## config.mk

```make
export PLATFORM = sky130hd
export DESIGN_NAME = pulldown_frame_offset_mapper_flat
export DESIGN_NICKNAME = d
export VERILOG_FILES = /design/src/hw/rtl/pfom_pkg.sv /design/src/hw/rtl/pfom_in_if.sv /design/src/hw/rtl/pfom_out_if.sv /design/src/hw/rtl/pulldown_frame_offset_mapper.sv /design/src/hw/rtl/pfom_decode.sv /design/src/hw/rtl/pfom_divide.sv /design/src/hw/rtl/pfom_combine.sv /design/src/flat_wrapper.sv
export SDC_FILE = /design/constraint.sdc
export NUM_CORES = 2
export LEC_CHECK = 0
export BUFFER_PORTS_ARGS = -buffer_cell sky130_fd_sc_hd__buf_2
export CAP_MARGIN = 20
export CORE_ASPECT_RATIO = 0.5
export CORE_UTILIZATION = 45
export DETAILED_ROUTE_END_ITERATION = 7
export GPL_TIMING_DRIVEN = 1
export PLACE_DENSITY = 0.65
export SETUP_SLACK_MARGIN = 0.02
export SYNTH_ARGS = -nofsm -noshare
export SYNTH_HDL_FRONTEND = slang
export SYNTH_SLANG_ARGS = --single-unit
```

## constraint.sdc

```tcl
create_clock -name i_clk -period 17.5 [get_ports i_clk]
set_input_delay 1.75 -clock i_clk [delete_from_list [all_inputs] [get_ports i_clk]]
set_output_delay 1.75 -clock i_clk [all_outputs]
set_load 0.03 [all_outputs]
```

## src/hw/rtl/pfom_pkg.sv

```systemverilog
`default_nettype none

package pfom_pkg;

    // field widths
    localparam int unsigned OFFSET_W   = 32;
    localparam int unsigned MAPPED_W   = 33;
    localparam int unsigned PHASE_W    = 6;
    localparam int unsigned REM_W      = 5;
    localparam int unsigned KIND_W     = 2;
    localparam int unsigned CFG_IDX_W  = 2;
    localparam int unsigned CFG_DATA_W = 5;
    localparam int unsigned PROD_W     = 64;

    // cadence kinds
    localparam logic [KIND_W-1:0] KIND_NTSC = 2'd0;
    localparam logic [KIND_W-1:0] KIND_PAL  = 2'd1;
    localparam logic [KIND_W-1:0] KIND_ONE  = 2'd2;

    // register indexes
    localparam logic [CFG_IDX_W-1:0] REG_KIND  = 2'd0;
    localparam logic [CFG_IDX_W-1:0] REG_TAPE  = 2'd1;
    localparam logic [CFG_IDX_W-1:0] REG_PHASE = 2'd2;

    // cadence geometry: each mask holds a single zero
    // ntsc 11011 has its zero at position 2, pal at position 12
    localparam logic [REM_W-1:0] NTSC_LEN  = 5'd5;
    localparam logic [REM_W-1:0] PAL_LEN   = 5'd25;
    localparam logic [REM_W-1:0] NTSC_ZERO = 5'd2;
    localparam logic [REM_W-1:0] PAL_ZERO  = 5'd12;

    // divider selects
    localparam logic [1:0] DIV_BY5  = 2'd0;
    localparam logic [1:0] DIV_BY25 = 2'd1;
    localparam logic [1:0] DIV_BY24 = 2'd2;
    localparam logic [1:0] DIV_BY4  = 2'd3;

    // reciprocals: ceil(2^s / d)
    localparam logic [31:0] RECIP_5  = 32'hCCCC_CCCD;  // s = 34
    localparam logic [31:0] RECIP_25 = 32'hA3D7_0A3E;  // s = 36
    localparam logic [31:0] RECIP_3  = 32'hAAAA_AAAB;  // s = 33, after a shift by 3
    localparam logic [31:0] RECIP_4  = 32'h4000_0000;  // s = 32

    typedef struct packed {
        logic                  neg;
        logic                  drop;
        logic                  ident;
        logic [1:0]            sel;
        logic [REM_W-1:0]      zero_gap;
        logic [OFFSET_W-1:0]   mag;
    } t_dec;

    typedef struct packed {
        logic                  neg;
        logic                  drop;
        logic                  ident;
        logic [1:0]            sel;
        logic [REM_W-1:0]      zero_gap;
        logic [OFFSET_W-1:0]   mag;
        logic [OFFSET_W-1:0]   quot;
    } t_quo;

    typedef struct packed {
        logic                  neg;
        logic                  drop;
        logic [REM_W-1:0]      zero_gap;
        logic [REM_W-1:0]      rem;
        logic [MAPPED_W-1:0]   scaled;
    } t_rem;

    // distance from the reduced phase to the zero of the mask, cyclically
    function automatic logic [REM_W-1:0] zero_dist(input logic [REM_W-1:0] phase,
                                                   input logic pal);
        logic [REM_W-1:0] len;
        logic [REM_W-1:0] zero;
        logic [REM_W-1:0] p;
        len  = pal ? PAL_LEN : NTSC_LEN;
        zero = pal ? PAL_ZERO : NTSC_ZERO;
        p    = phase;
        for (int i = 0; i < 6; i++) begin
            if (p >= len) begin
                p = p - len;
            end
        end
        if (p <= zero) begin
            zero_dist = zero - p;
        end else begin
            zero_dist = zero + len - p;
        end
    endfunction

endpackage

`default_nettype wire

```

## src/hw/rtl/pfom_in_if.sv

```systemverilog
`default_nettype none

interface pfom_in_if;
    import pfom_pkg::*;

    logic                        valid;
    logic                        ready;
    logic signed [OFFSET_W-1:0]  frame_offset;
    logic                        reverse_dir;

    modport source (output valid, output frame_offset, output reverse_dir, input ready);
    modport sink   (input valid, input frame_offset, input reverse_dir, output ready);
endinterface

`default_nettype wire

```

## src/hw/rtl/pfom_out_if.sv

```systemverilog
`default_nettype none

interface pfom_out_if;
    import pfom_pkg::*;

    logic                        valid;
    logic                        ready;
    logic signed [MAPPED_W-1:0]  mapped_frames;
    logic signed [PHASE_W-1:0]   cadence_phase;

    modport source (output valid, output mapped_frames, output cadence_phase, input ready);
    modport sink   (input valid, input mapped_frames, input cadence_phase, output ready);
endinterface

`default_nettype wire

```

## src/hw/rtl/pulldown_frame_offset_mapper.sv

```systemverilog
// Pulldown frame offset mapper: maps a signed frame offset through an ntsc two-three,
// pal (24 of 25) or one-to-one cadence, dropping or doubling frames as the tape_to_film
// register and the per-word reverse_dir bit select, and returns the mapped count with the
// input's sign plus the signed remainder within the cadence. It is a five stage pipeline
// (decode and magnitude, reciprocal multiply, remainder and cycle scaling, window count,
// sign and output register), so it takes one word per clock while the output side does
// not stall; the reciprocal multiplier stage sets the clock rate. Bubbles collapse, so
// a stall on the output side stops the pipe only once it is full. The user must write
// registers through the cfg port while no word is in flight; nothing here enforces it.
`default_nettype none

module pulldown_frame_offset_mapper (
    input  wire logic                               i_clk,
    input  wire logic                               i_rst_n,
    pfom_in_if.sink                                 i_in,
    pfom_out_if.source                              o_out,
    input  wire logic                               i_cfg_we,
    input  wire logic [pfom_pkg::CFG_IDX_W-1:0]     i_cfg_idx,
    input  wire logic [pfom_pkg::CFG_DATA_W-1:0]    i_cfg_data
);
    import pfom_pkg::*;

    // configuration
    logic [KIND_W-1:0] r_kind;
    logic              r_tape;
    logic [REM_W-1:0]  r_phase;

    // stage hand-off
    logic dec_valid;
    t_dec dec;
    logic div_ready;
    logic rem_valid;
    t_rem rem;
    logic cmb_ready;

    always_ff @(posedge i_clk) begin
        if (!i_rst_n) begin
            r_kind  <= KIND_NTSC;
            r_tape  <= 1'b0;
            r_phase <= '0;
        end else if (i_cfg_we) begin
            case (i_cfg_idx)
                REG_KIND:  r_kind  <= i_cfg_data[KIND_W-1:0];
                REG_TAPE:  r_tape  <= i_cfg_data[0];
                REG_PHASE: r_phase <= i_cfg_data[REM_W-1:0];
                default:   ; // unused index, write ignored
            endcase
        end
    end

    // stage 1: sign split, direction and divisor choice, phase to zero distance
    pfom_decode u_decode (
        .i_clk   (i_clk),
        .i_rst_n (i_rst_n),
        .i_in    (i_in),
        .i_kind  (r_kind),
        .i_tape  (r_tape),
        .i_phase (r_phase),
        .i_ready (div_ready),
        .o_valid (dec_valid),
        .o_dec   (dec)
    );

    // stages 2 and 3: quotient by reciprocal, remainder and full-cycle count
    pfom_divide u_divide (
        .i_clk   (i_clk),
        .i_rst_n (i_rst_n),
        .i_valid (dec_valid),
        .i_dec   (dec),
        .o_ready (div_ready),
        .i_ready (cmb_ready),
        .o_valid (rem_valid),
        .o_rem   (rem)
    );

    // stages 4 and 5: partial window, sign, output register
    pfom_combine u_combine (
        .i_clk   (i_clk),
        .i_rst_n (i_rst_n),
        .i_valid (rem_valid),
        .i_rem   (rem),
        .o_ready (cmb_ready),
        .o_out   (o_out)
    );
endmodule

`default_nettype wire

```

## src/hw/rtl/pfom_decode.sv

```systemverilog
`default_nettype none

module pfom_decode (
    input  wire logic                           i_clk,
    input  wire logic                           i_rst_n,
    pfom_in_if.sink                             i_in,
    input  wire logic [pfom_pkg::KIND_W-1:0]    i_kind,
    input  wire logic                           i_tape,
    input  wire logic [pfom_pkg::REM_W-1:0]     i_phase,
    input  wire logic                           i_ready,
    output logic                                o_valid,
    output pfom_pkg::t_dec                      o_dec
);
    import pfom_pkg::*;

    logic                r_valid;
    t_dec                r_dec;
    t_dec                n_dec;
    logic                advance;
    logic [OFFSET_W-1:0] raw;
    logic                pal;

    assign advance    = !r_valid || i_ready;
    assign i_in.ready = advance;

    always_comb begin
        raw         = i_in.frame_offset;
        pal         = (i_kind == KIND_PAL);
        n_dec.neg   = raw[OFFSET_W-1];
        n_dec.mag   = raw[OFFSET_W-1] ? (~raw + 32'd1) : raw;
        n_dec.drop  = i_tape ^ i_in.reverse_dir;
        n_dec.ident = (i_kind != KIND_NTSC) && (i_kind != KIND_PAL);
        if (n_dec.ident) begin
            n_dec.sel = DIV_BY4;
        end else if (n_dec.drop) begin
            n_dec.sel = pal ? DIV_BY25 : DIV_BY5;
        end else begin
            n_dec.sel = pal ? DIV_BY24 : DIV_BY4;
        end
        n_dec.zero_gap = zero_dist(i_phase, pal);
    end

    always_ff @(posedge i_clk) begin
        if (!i_rst_n) begin
            r_valid <= 1'b0;
        end else if (advance) begin
            r_valid <= i_in.valid;
        end
    end

    always_ff @(posedge i_clk) begin
        if (advance && i_in.valid) begin
            r_dec <= n_dec;
        end
    end

    assign o_valid = r_valid;
    assign o_dec   = r_dec;
endmodule

`default_nettype wire

```

## src/hw/rtl/pfom_divide.sv

```systemverilog
`default_nettype none

module pfom_divide (
    input  wire logic             i_clk,
    input  wire logic             i_rst_n,
    input  wire logic             i_valid,
    input  wire pfom_pkg::t_dec   i_dec,
    output logic                  o_ready,
    input  wire logic             i_ready,
    output logic                  o_valid,
    output pfom_pkg::t_rem        o_rem
);
    import pfom_pkg::*;

    // quotient stage
    logic                r_qv;
    t_quo                r_quo;
    t_quo                n_quo;
    logic                adv_q;
    logic [31:0]         mul_a;
    logic [31:0]         mul_b;
    logic [PROD_W-1:0]   prod;

    // remainder stage
    logic                r_rv;
    t_rem                r_rem;
    t_rem                n_rem;
    logic                adv_r;
    logic [MAPPED_W-1:0] q4;
    logic [MAPPED_W-1:0] q5;
    logic [MAPPED_W-1:0] q24;
    logic [MAPPED_W-1:0] q25;
    logic [MAPPED_W-1:0] back;

    assign adv_r   = !r_rv || i_ready;
    assign adv_q   = !r_qv || adv_r;
    assign o_ready = adv_q;

    // reciprocal multiply, quotient taken from the high bits
    always_comb begin
        mul_a = (i_dec.sel == DIV_BY24) ? {3'b000, i_dec.mag[OFFSET_W-1:3]} : i_dec.mag;
        case (i_dec.sel)
            DIV_BY5:  mul_b = RECIP_5;
            DIV_BY25: mul_b = RECIP_25;
            DIV_BY24: mul_b = RECIP_3;
            default:  mul_b = RECIP_4;
        endcase
        prod = {32'd0, mul_a} * {32'd0, mul_b};
        n_quo.neg      = i_dec.neg;
        n_quo.drop     = i_dec.drop;
        n_quo.ident    = i_dec.ident;
        n_quo.sel      = i_dec.sel;
        n_quo.zero_gap = i_dec.zero_gap;
        n_quo.mag      = i_dec.mag;
        case (i_dec.sel)
            DIV_BY5:  n_quo.quot = {2'b00, prod[63:34]};
            DIV_BY25: n_quo.quot = {4'b0000, prod[63:36]};
            DIV_BY24: n_quo.quot = {1'b0, prod[63:33]};
            default:  n_quo.quot = prod[63:32];
        endcase
    end

    // q times the divisor gives the remainder, q times the other figure the full cycles
    always_comb begin
        q4  = {1'b0, r_quo.quot} << 2;
        q5  = q4 + {1'b0, r_quo.quot};
        q24 = ({1'b0, r_quo.quot} << 4) + ({1'b0, r_quo.quot} << 3);
        q25 = q24 + {1'b0, r_quo.quot};
        case (r_quo.sel)
            DIV_BY5:  begin back = q5;  n_rem.scaled = q4;  end
            DIV_BY25: begin back = q25; n_rem.scaled = q24; end
            DIV_BY24: begin back = q24; n_rem.scaled = q25; end
            default:  begin back = q4;  n_rem.scaled = q5;  end
        endcase
        if (r_quo.ident) begin
            n_rem.scaled = {1'b0, r_quo.mag};
            n_rem.rem    = '0;
        end else begin
            n_rem.rem = r_quo.mag[REM_W-1:0] - back[REM_W-1:0];
        end
        n_rem.neg      = r_quo.neg;
        n_rem.drop     = r_quo.drop;
        n_rem.zero_gap = r_quo.zero_gap;
    end

    always_ff @(posedge i_clk) begin
        if (!i_rst_n) begin
            r_qv <= 1'b0;
            r_rv <= 1'b0;
        end else begin
            if (adv_q) begin
                r_qv <= i_valid;
            end
            if (adv_r) begin
                r_rv <= r_qv;
            end
        end
    end

    always_ff @(posedge i_clk) begin
        if (adv_q && i_valid) begin
            r_quo <= n_quo;
        end
        if (adv_r && r_qv) begin
            r_rem <= n_rem;
        end
    end

    assign o_valid = r_rv;
    assign o_rem   = r_rem;
endmodule

`default_nettype wire

```

## src/hw/rtl/pfom_combine.sv

```systemverilog
`default_nettype none

module pfom_combine (
    input  wire logic             i_clk,
    input  wire logic             i_rst_n,
    input  wire logic             i_valid,
    input  wire pfom_pkg::t_rem   i_rem,
    output logic                  o_ready,
    pfom_out_if.source            o_out
);
    import pfom_pkg::*;

    logic                r_tv;
    logic                r_tneg;
    logic [REM_W-1:0]    r_trem;
    logic [MAPPED_W-1:0] r_total;
    logic [MAPPED_W-1:0] n_total;
    logic                adv_t;

    logic                r_ov;
    logic [MAPPED_W-1:0] r_mapped;
    logic [PHASE_W-1:0]  r_cphase;
    logic                adv_o;

    logic                extra;
    logic [REM_W-1:0]    win;

    assign adv_o   = !r_ov || o_out.ready;
    assign adv_t   = !r_tv || adv_o;
    assign o_ready = adv_t;

    // the window meets the single zero when it lies closer than the remainder
    always_comb begin
        extra   = (i_rem.zero_gap < i_rem.rem);
        win     = i_rem.drop ? (i_rem.rem - {{(REM_W-1){1'b0}}, extra})
                             : (i_rem.rem + {{(REM_W-1){1'b0}}, extra});
        n_total = i_rem.scaled + {{(MAPPED_W-REM_W){1'b0}}, win};
    end

    always_ff @(posedge i_clk) begin
        if (!i_rst_n) begin
            r_tv <= 1'b0;
            r_ov <= 1'b0;
        end else begin
            if (adv_t) begin
                r_tv <= i_valid;
            end
            if (adv_o) begin
                r_ov <= r_tv;
            end
        end
    end

    always_ff @(posedge i_clk) begin
        if (adv_t && i_valid) begin
            r_tneg  <= i_rem.neg;
            r_trem  <= i_rem.rem;
            r_total <= n_total;
        end
        if (adv_o && r_tv) begin
            r_mapped <= r_tneg ? (~r_total + 33'd1) : r_total;
            r_cphase <= r_tneg ? (~{1'b0, r_trem} + 6'd1) : {1'b0, r_trem};
        end
    end

    assign o_out.valid         = r_ov;
    assign o_out.mapped_frames = r_mapped;
    assign o_out.cadence_phase = r_cphase;
endmodule

`default_nettype wire

```

## src/flat_wrapper.sv

```systemverilog
// flat-port wrapper written by rule: the top's interface ports become plain ports
module pulldown_frame_offset_mapper_flat import pfom_pkg::*;
  (i_clk, i_rst_n, i_cfg_we, i_cfg_idx, i_cfg_data, i_in_valid, i_in_frame_offset, i_in_reverse_dir, i_in_ready, o_out_valid, o_out_mapped_frames, o_out_cadence_phase, o_out_ready);
  pfom_in_if i_in_i ();
  pfom_out_if o_out_i ();
  input  wire logic i_clk;
  input  wire logic i_rst_n;
  input  wire logic i_cfg_we;
  input  wire logic [pfom_pkg::CFG_IDX_W-1:0] i_cfg_idx;
  input  wire logic [pfom_pkg::CFG_DATA_W-1:0] i_cfg_data;
  input wire logic [$bits(i_in_i.valid)-1:0] i_in_valid;
  input wire logic [$bits(i_in_i.frame_offset)-1:0] i_in_frame_offset;
  input wire logic [$bits(i_in_i.reverse_dir)-1:0] i_in_reverse_dir;
  output wire logic [$bits(i_in_i.ready)-1:0] i_in_ready;
  output wire logic [$bits(o_out_i.valid)-1:0] o_out_valid;
  output wire logic [$bits(o_out_i.mapped_frames)-1:0] o_out_mapped_frames;
  output wire logic [$bits(o_out_i.cadence_phase)-1:0] o_out_cadence_phase;
  input wire logic [$bits(o_out_i.ready)-1:0] o_out_ready;
  assign i_in_i.valid = i_in_valid;
  assign i_in_i.frame_offset = i_in_frame_offset;
  assign i_in_i.reverse_dir = i_in_reverse_dir;
  assign i_in_ready = i_in_i.ready;
  assign o_out_valid = o_out_i.valid;
  assign o_out_mapped_frames = o_out_i.mapped_frames;
  assign o_out_cadence_phase = o_out_i.cadence_phase;
  assign o_out_i.ready = o_out_ready;
  pulldown_frame_offset_mapper u_core (.i_clk(i_clk), .i_rst_n(i_rst_n), .i_in(i_in_i), .o_out(o_out_i), .i_cfg_we(i_cfg_we), .i_cfg_idx(i_cfg_idx), .i_cfg_data(i_cfg_data));
endmodule
```

==> out/qor.csv <==
metric,value,unit
outcome,finished with violations,
violations,DRC,
vias,31926,
synthSimpleGateAreaFrac,8.21,%
die_w,451,um
clock_latency,0.62,ns
maxCapViolCount,0,
cp-start-kind,register,
rsz0062_at_grt,no,
synth_top_area_share,35.6,%
skew,0.0346,ns
fmax,80.0,MHz
final-max-slew-violation-count,0,
yosys-top-cells-count,"1,149 x inv_1, 807 x fa_1, 487 x ha_1, 296 x nand2_1, 239 x edfxtp_1",
rr_worst_depth,48,
rrSetupSlack,5.00,ns
min_period,12.50,ns
numPortBuffers,85,
hp-class,register to register,
finalCritPeriodShare,71.4,%
postSynth.asyncResetShare,0,%
synth_cell_types,103,
cts_hold_buf,0,
cts_resized,0,
synth_xor_area_share,4.57,%
crit_arrival,12.85,ns
grt_pass1_wl,210,mm
cp.required,17.85,ns
drt_iter0_drc,2887,
grt_antenna_before_repair,9,
synth-edff-count,239,
htreeDepth,1,
start_util,45.9,%
tritoncts,yes,
synth_flop_cell,edfxtp_1,
syn_area_per_cell,10.1,um^2
yosys.area_share.adder,49.1,%
synth_top_family_by_area,adder cells,
postRouteAntennaNets,0,
synth_seq_cells,252,
totalWireLength,139,mm
wl_per_cell,23.7,um
min_from,u_core.u_divide.n_rem[39],
syn_to_final_growth,6.46,%
synth.largest_area_cell,fa_1,
reg2reg_to,u_core.u_decode.o_dec[36],
multi_input_area,33400,um^2
detail_route.first_pass.iterations,8,
route.detailed.drc,39,
slew-limit-headroom,18.4,%
hold_end,u_core.u_divide.o_rem[39],
synth.most_common_cell,inv_1,
numCtsBuffers,26,
setup_tns,0,ns
hold_violations,0,
min_path_cells,0,
syn_inst,4475,
drive_gt1_share,6.04,%
final-setup-viol-count,0,
synth_compound_area_share,8.23,%
worstMarginPinSlew,1.22,ns
end_kind,register,
viasPerCell,5.43,
clkSlewWorstSetupHoldPaths,0.08,ns
grt-ovfl-total,0,
critical_path.max_fanout,30,
grt_max_degree,75,
place.gp.congestion,1.04,
cts_root_buffer,clkbuf_16,
syn-cell-area,45400,um^2
synth_sequential_area_ratio,16.4,%
ys_warn_count,0,
worst_path_max_delay_cell,a2111oi_2,
numClockSinks,252,
synth_area_leaders,"fa_1 36%, edfxtp_1 16%, ha_1 13%, inv_1 9.5%, xnor2_1 3.3%",
cts_buffer_depth,3,
dieArea,102000,um^2
die_y,227,um
grt_util_all_layers,28.0,%
num_rows,81,
path_class,register to register,
rr_startpoint,u_core.r_kind[1],
coreArea,98800,um^2
seq_area,7440,um^2
grt_pass1_vias,33182,
nets,5869,
fillers,9077,
slowest_delay,0.43,ns
num_io_pins,86,
dp_hpwl,121,mm
synth_nets,5814,
synth_mux_area_share,3.23,%
cts_setup_buffers,0,
sequential cells by signal, indices dropped and copies added (netlist names):
register	count
u_core.u_divide.o_rem	45
u_core.u_decode.o_dec	42
u_core.u_divide.r_quo	36
u_core.u_combine.o_out.mapped_frames	33
u_core.u_combine.r_total	33
u_core.u_divide.q4	31
u_core.u_divide.n_rem	7
u_core.u_combine.o_out.cadence_phase	6
u_core.r_phase	5
u_core.u_combine.r_trem	5
u_core.r_kind	2
u_core.r_tape	1
u_core.u_combine.o_out.valid	1
u_core.u_combine.r_tneg	1
u_core.u_combine.r_tv	1
u_core.u_decode.o_valid	1
u_core.u_divide.o_valid	1
u_core.u_divide.r_qv	1
worst max-delay path, delay by kind of cell, from the launching register on:
family | cells | cell delay, ns
compound gates | 21 | 5.32
simple gates | 15 | 2.64
fa+ha+maj | 7 | 2.56
buf+inv | 3 | 0.70
flops | 1 | 0.41
mux | 1 | 0.40
xor+xnor | 1 | 0.17
layout make-up:
class                           instances  share of cell area [%]
Timing Repair Buffer                  112                    1.37
Inverter                             1152                    8.96
Antenna cell                            3                  0.0155
Tap cell                             1328                    3.44
Multi-Input combinational cell       2986                    69.1
Sequential cell                       252                    15.4
Clock inverter                         18                   0.360
Clock buffer                           30                    1.42
kinds of logic (layout without fill, tap and decap cells):
logic type / count (synthesis) / in the layout
other: 0 / 3
XOR/XNOR: 235 / 235
multiplexers: 118 / 118
buffers and inverters: 1237 / 1312
AO/OA/AOI/OAI: 531 / 531
adder cells (fa/ha/maj): 1297 / 1297
flip-flops: 252 / 252
AND/OR/NAND/NOR: 805 / 805
worst max-delay path by stage:
stage                              start                        end
2_1_floorplan           u_core.r_kind[1]  u_core.u_decode.o_dec[36]
3_3_place_gp   u_core.u_decode.o_dec[37]     u_core.u_divide.q4[24]
3_5_place_dp            u_core.r_kind[0]  u_core.u_decode.o_dec[34]
4_1_cts                 u_core.r_kind[1]  u_core.u_decode.o_dec[36]
5_1_grt                 u_core.r_kind[1]  u_core.u_decode.o_dec[36]
6_report                u_core.r_kind[1]  u_core.u_decode.o_dec[36]
routing by layer:
metal	wire length [um]	GRT usage, %	up-vias
met1	62500	40.5	16054
li1	-	-	14361
met3	19400	12.4	146
met2	54600	38.6	1355
met5	71	0	-
met4	2660	4.95	10
cells in the final DEF, fill, tap and decap left out, types with 37 or more instances in the layout:
| cell type | n |
|---|---|
| a21o_1 | 44 |
| a21oi_1 | 134 |
| and2_1 | 45 |
| buf_2 | 85 |
| edfxtp_1 | 239 |
| fa_1 | 807 |
| ha_1 | 483 |
| inv_1 | 1149 |
| mux2_2 | 50 |
| mux2i_1 | 49 |
| nand2_1 | 296 |
| nand3_1 | 37 |
| nor2_1 | 215 |
| nor2b_1 | 40 |
| nor3_1 | 37 |
| o21ai_0 | 95 |
| xnor2_1 | 172 |
| xor2_1 | 60 |
stage by stage:
step                area, um^2  worst slack (ns)  instances  hold WS [ns]  utilization [%]
floorplan                45400              6.80       4475         0.400                -
global placement         47400              5.40       5827         0.403             48.0
detailed placement       47400              5.13       5827         0.405             48.0
CTS                      48300              5.08       5875         0.420             48.8
global route             48300              4.07       5878         0.424             48.9
finish                   48300              5.00       5881         0.418             48.9
Power is left out: the tool's default activity adds up to more than one toggle a clock period on the data nets, which glitch-free logic cannot reach.
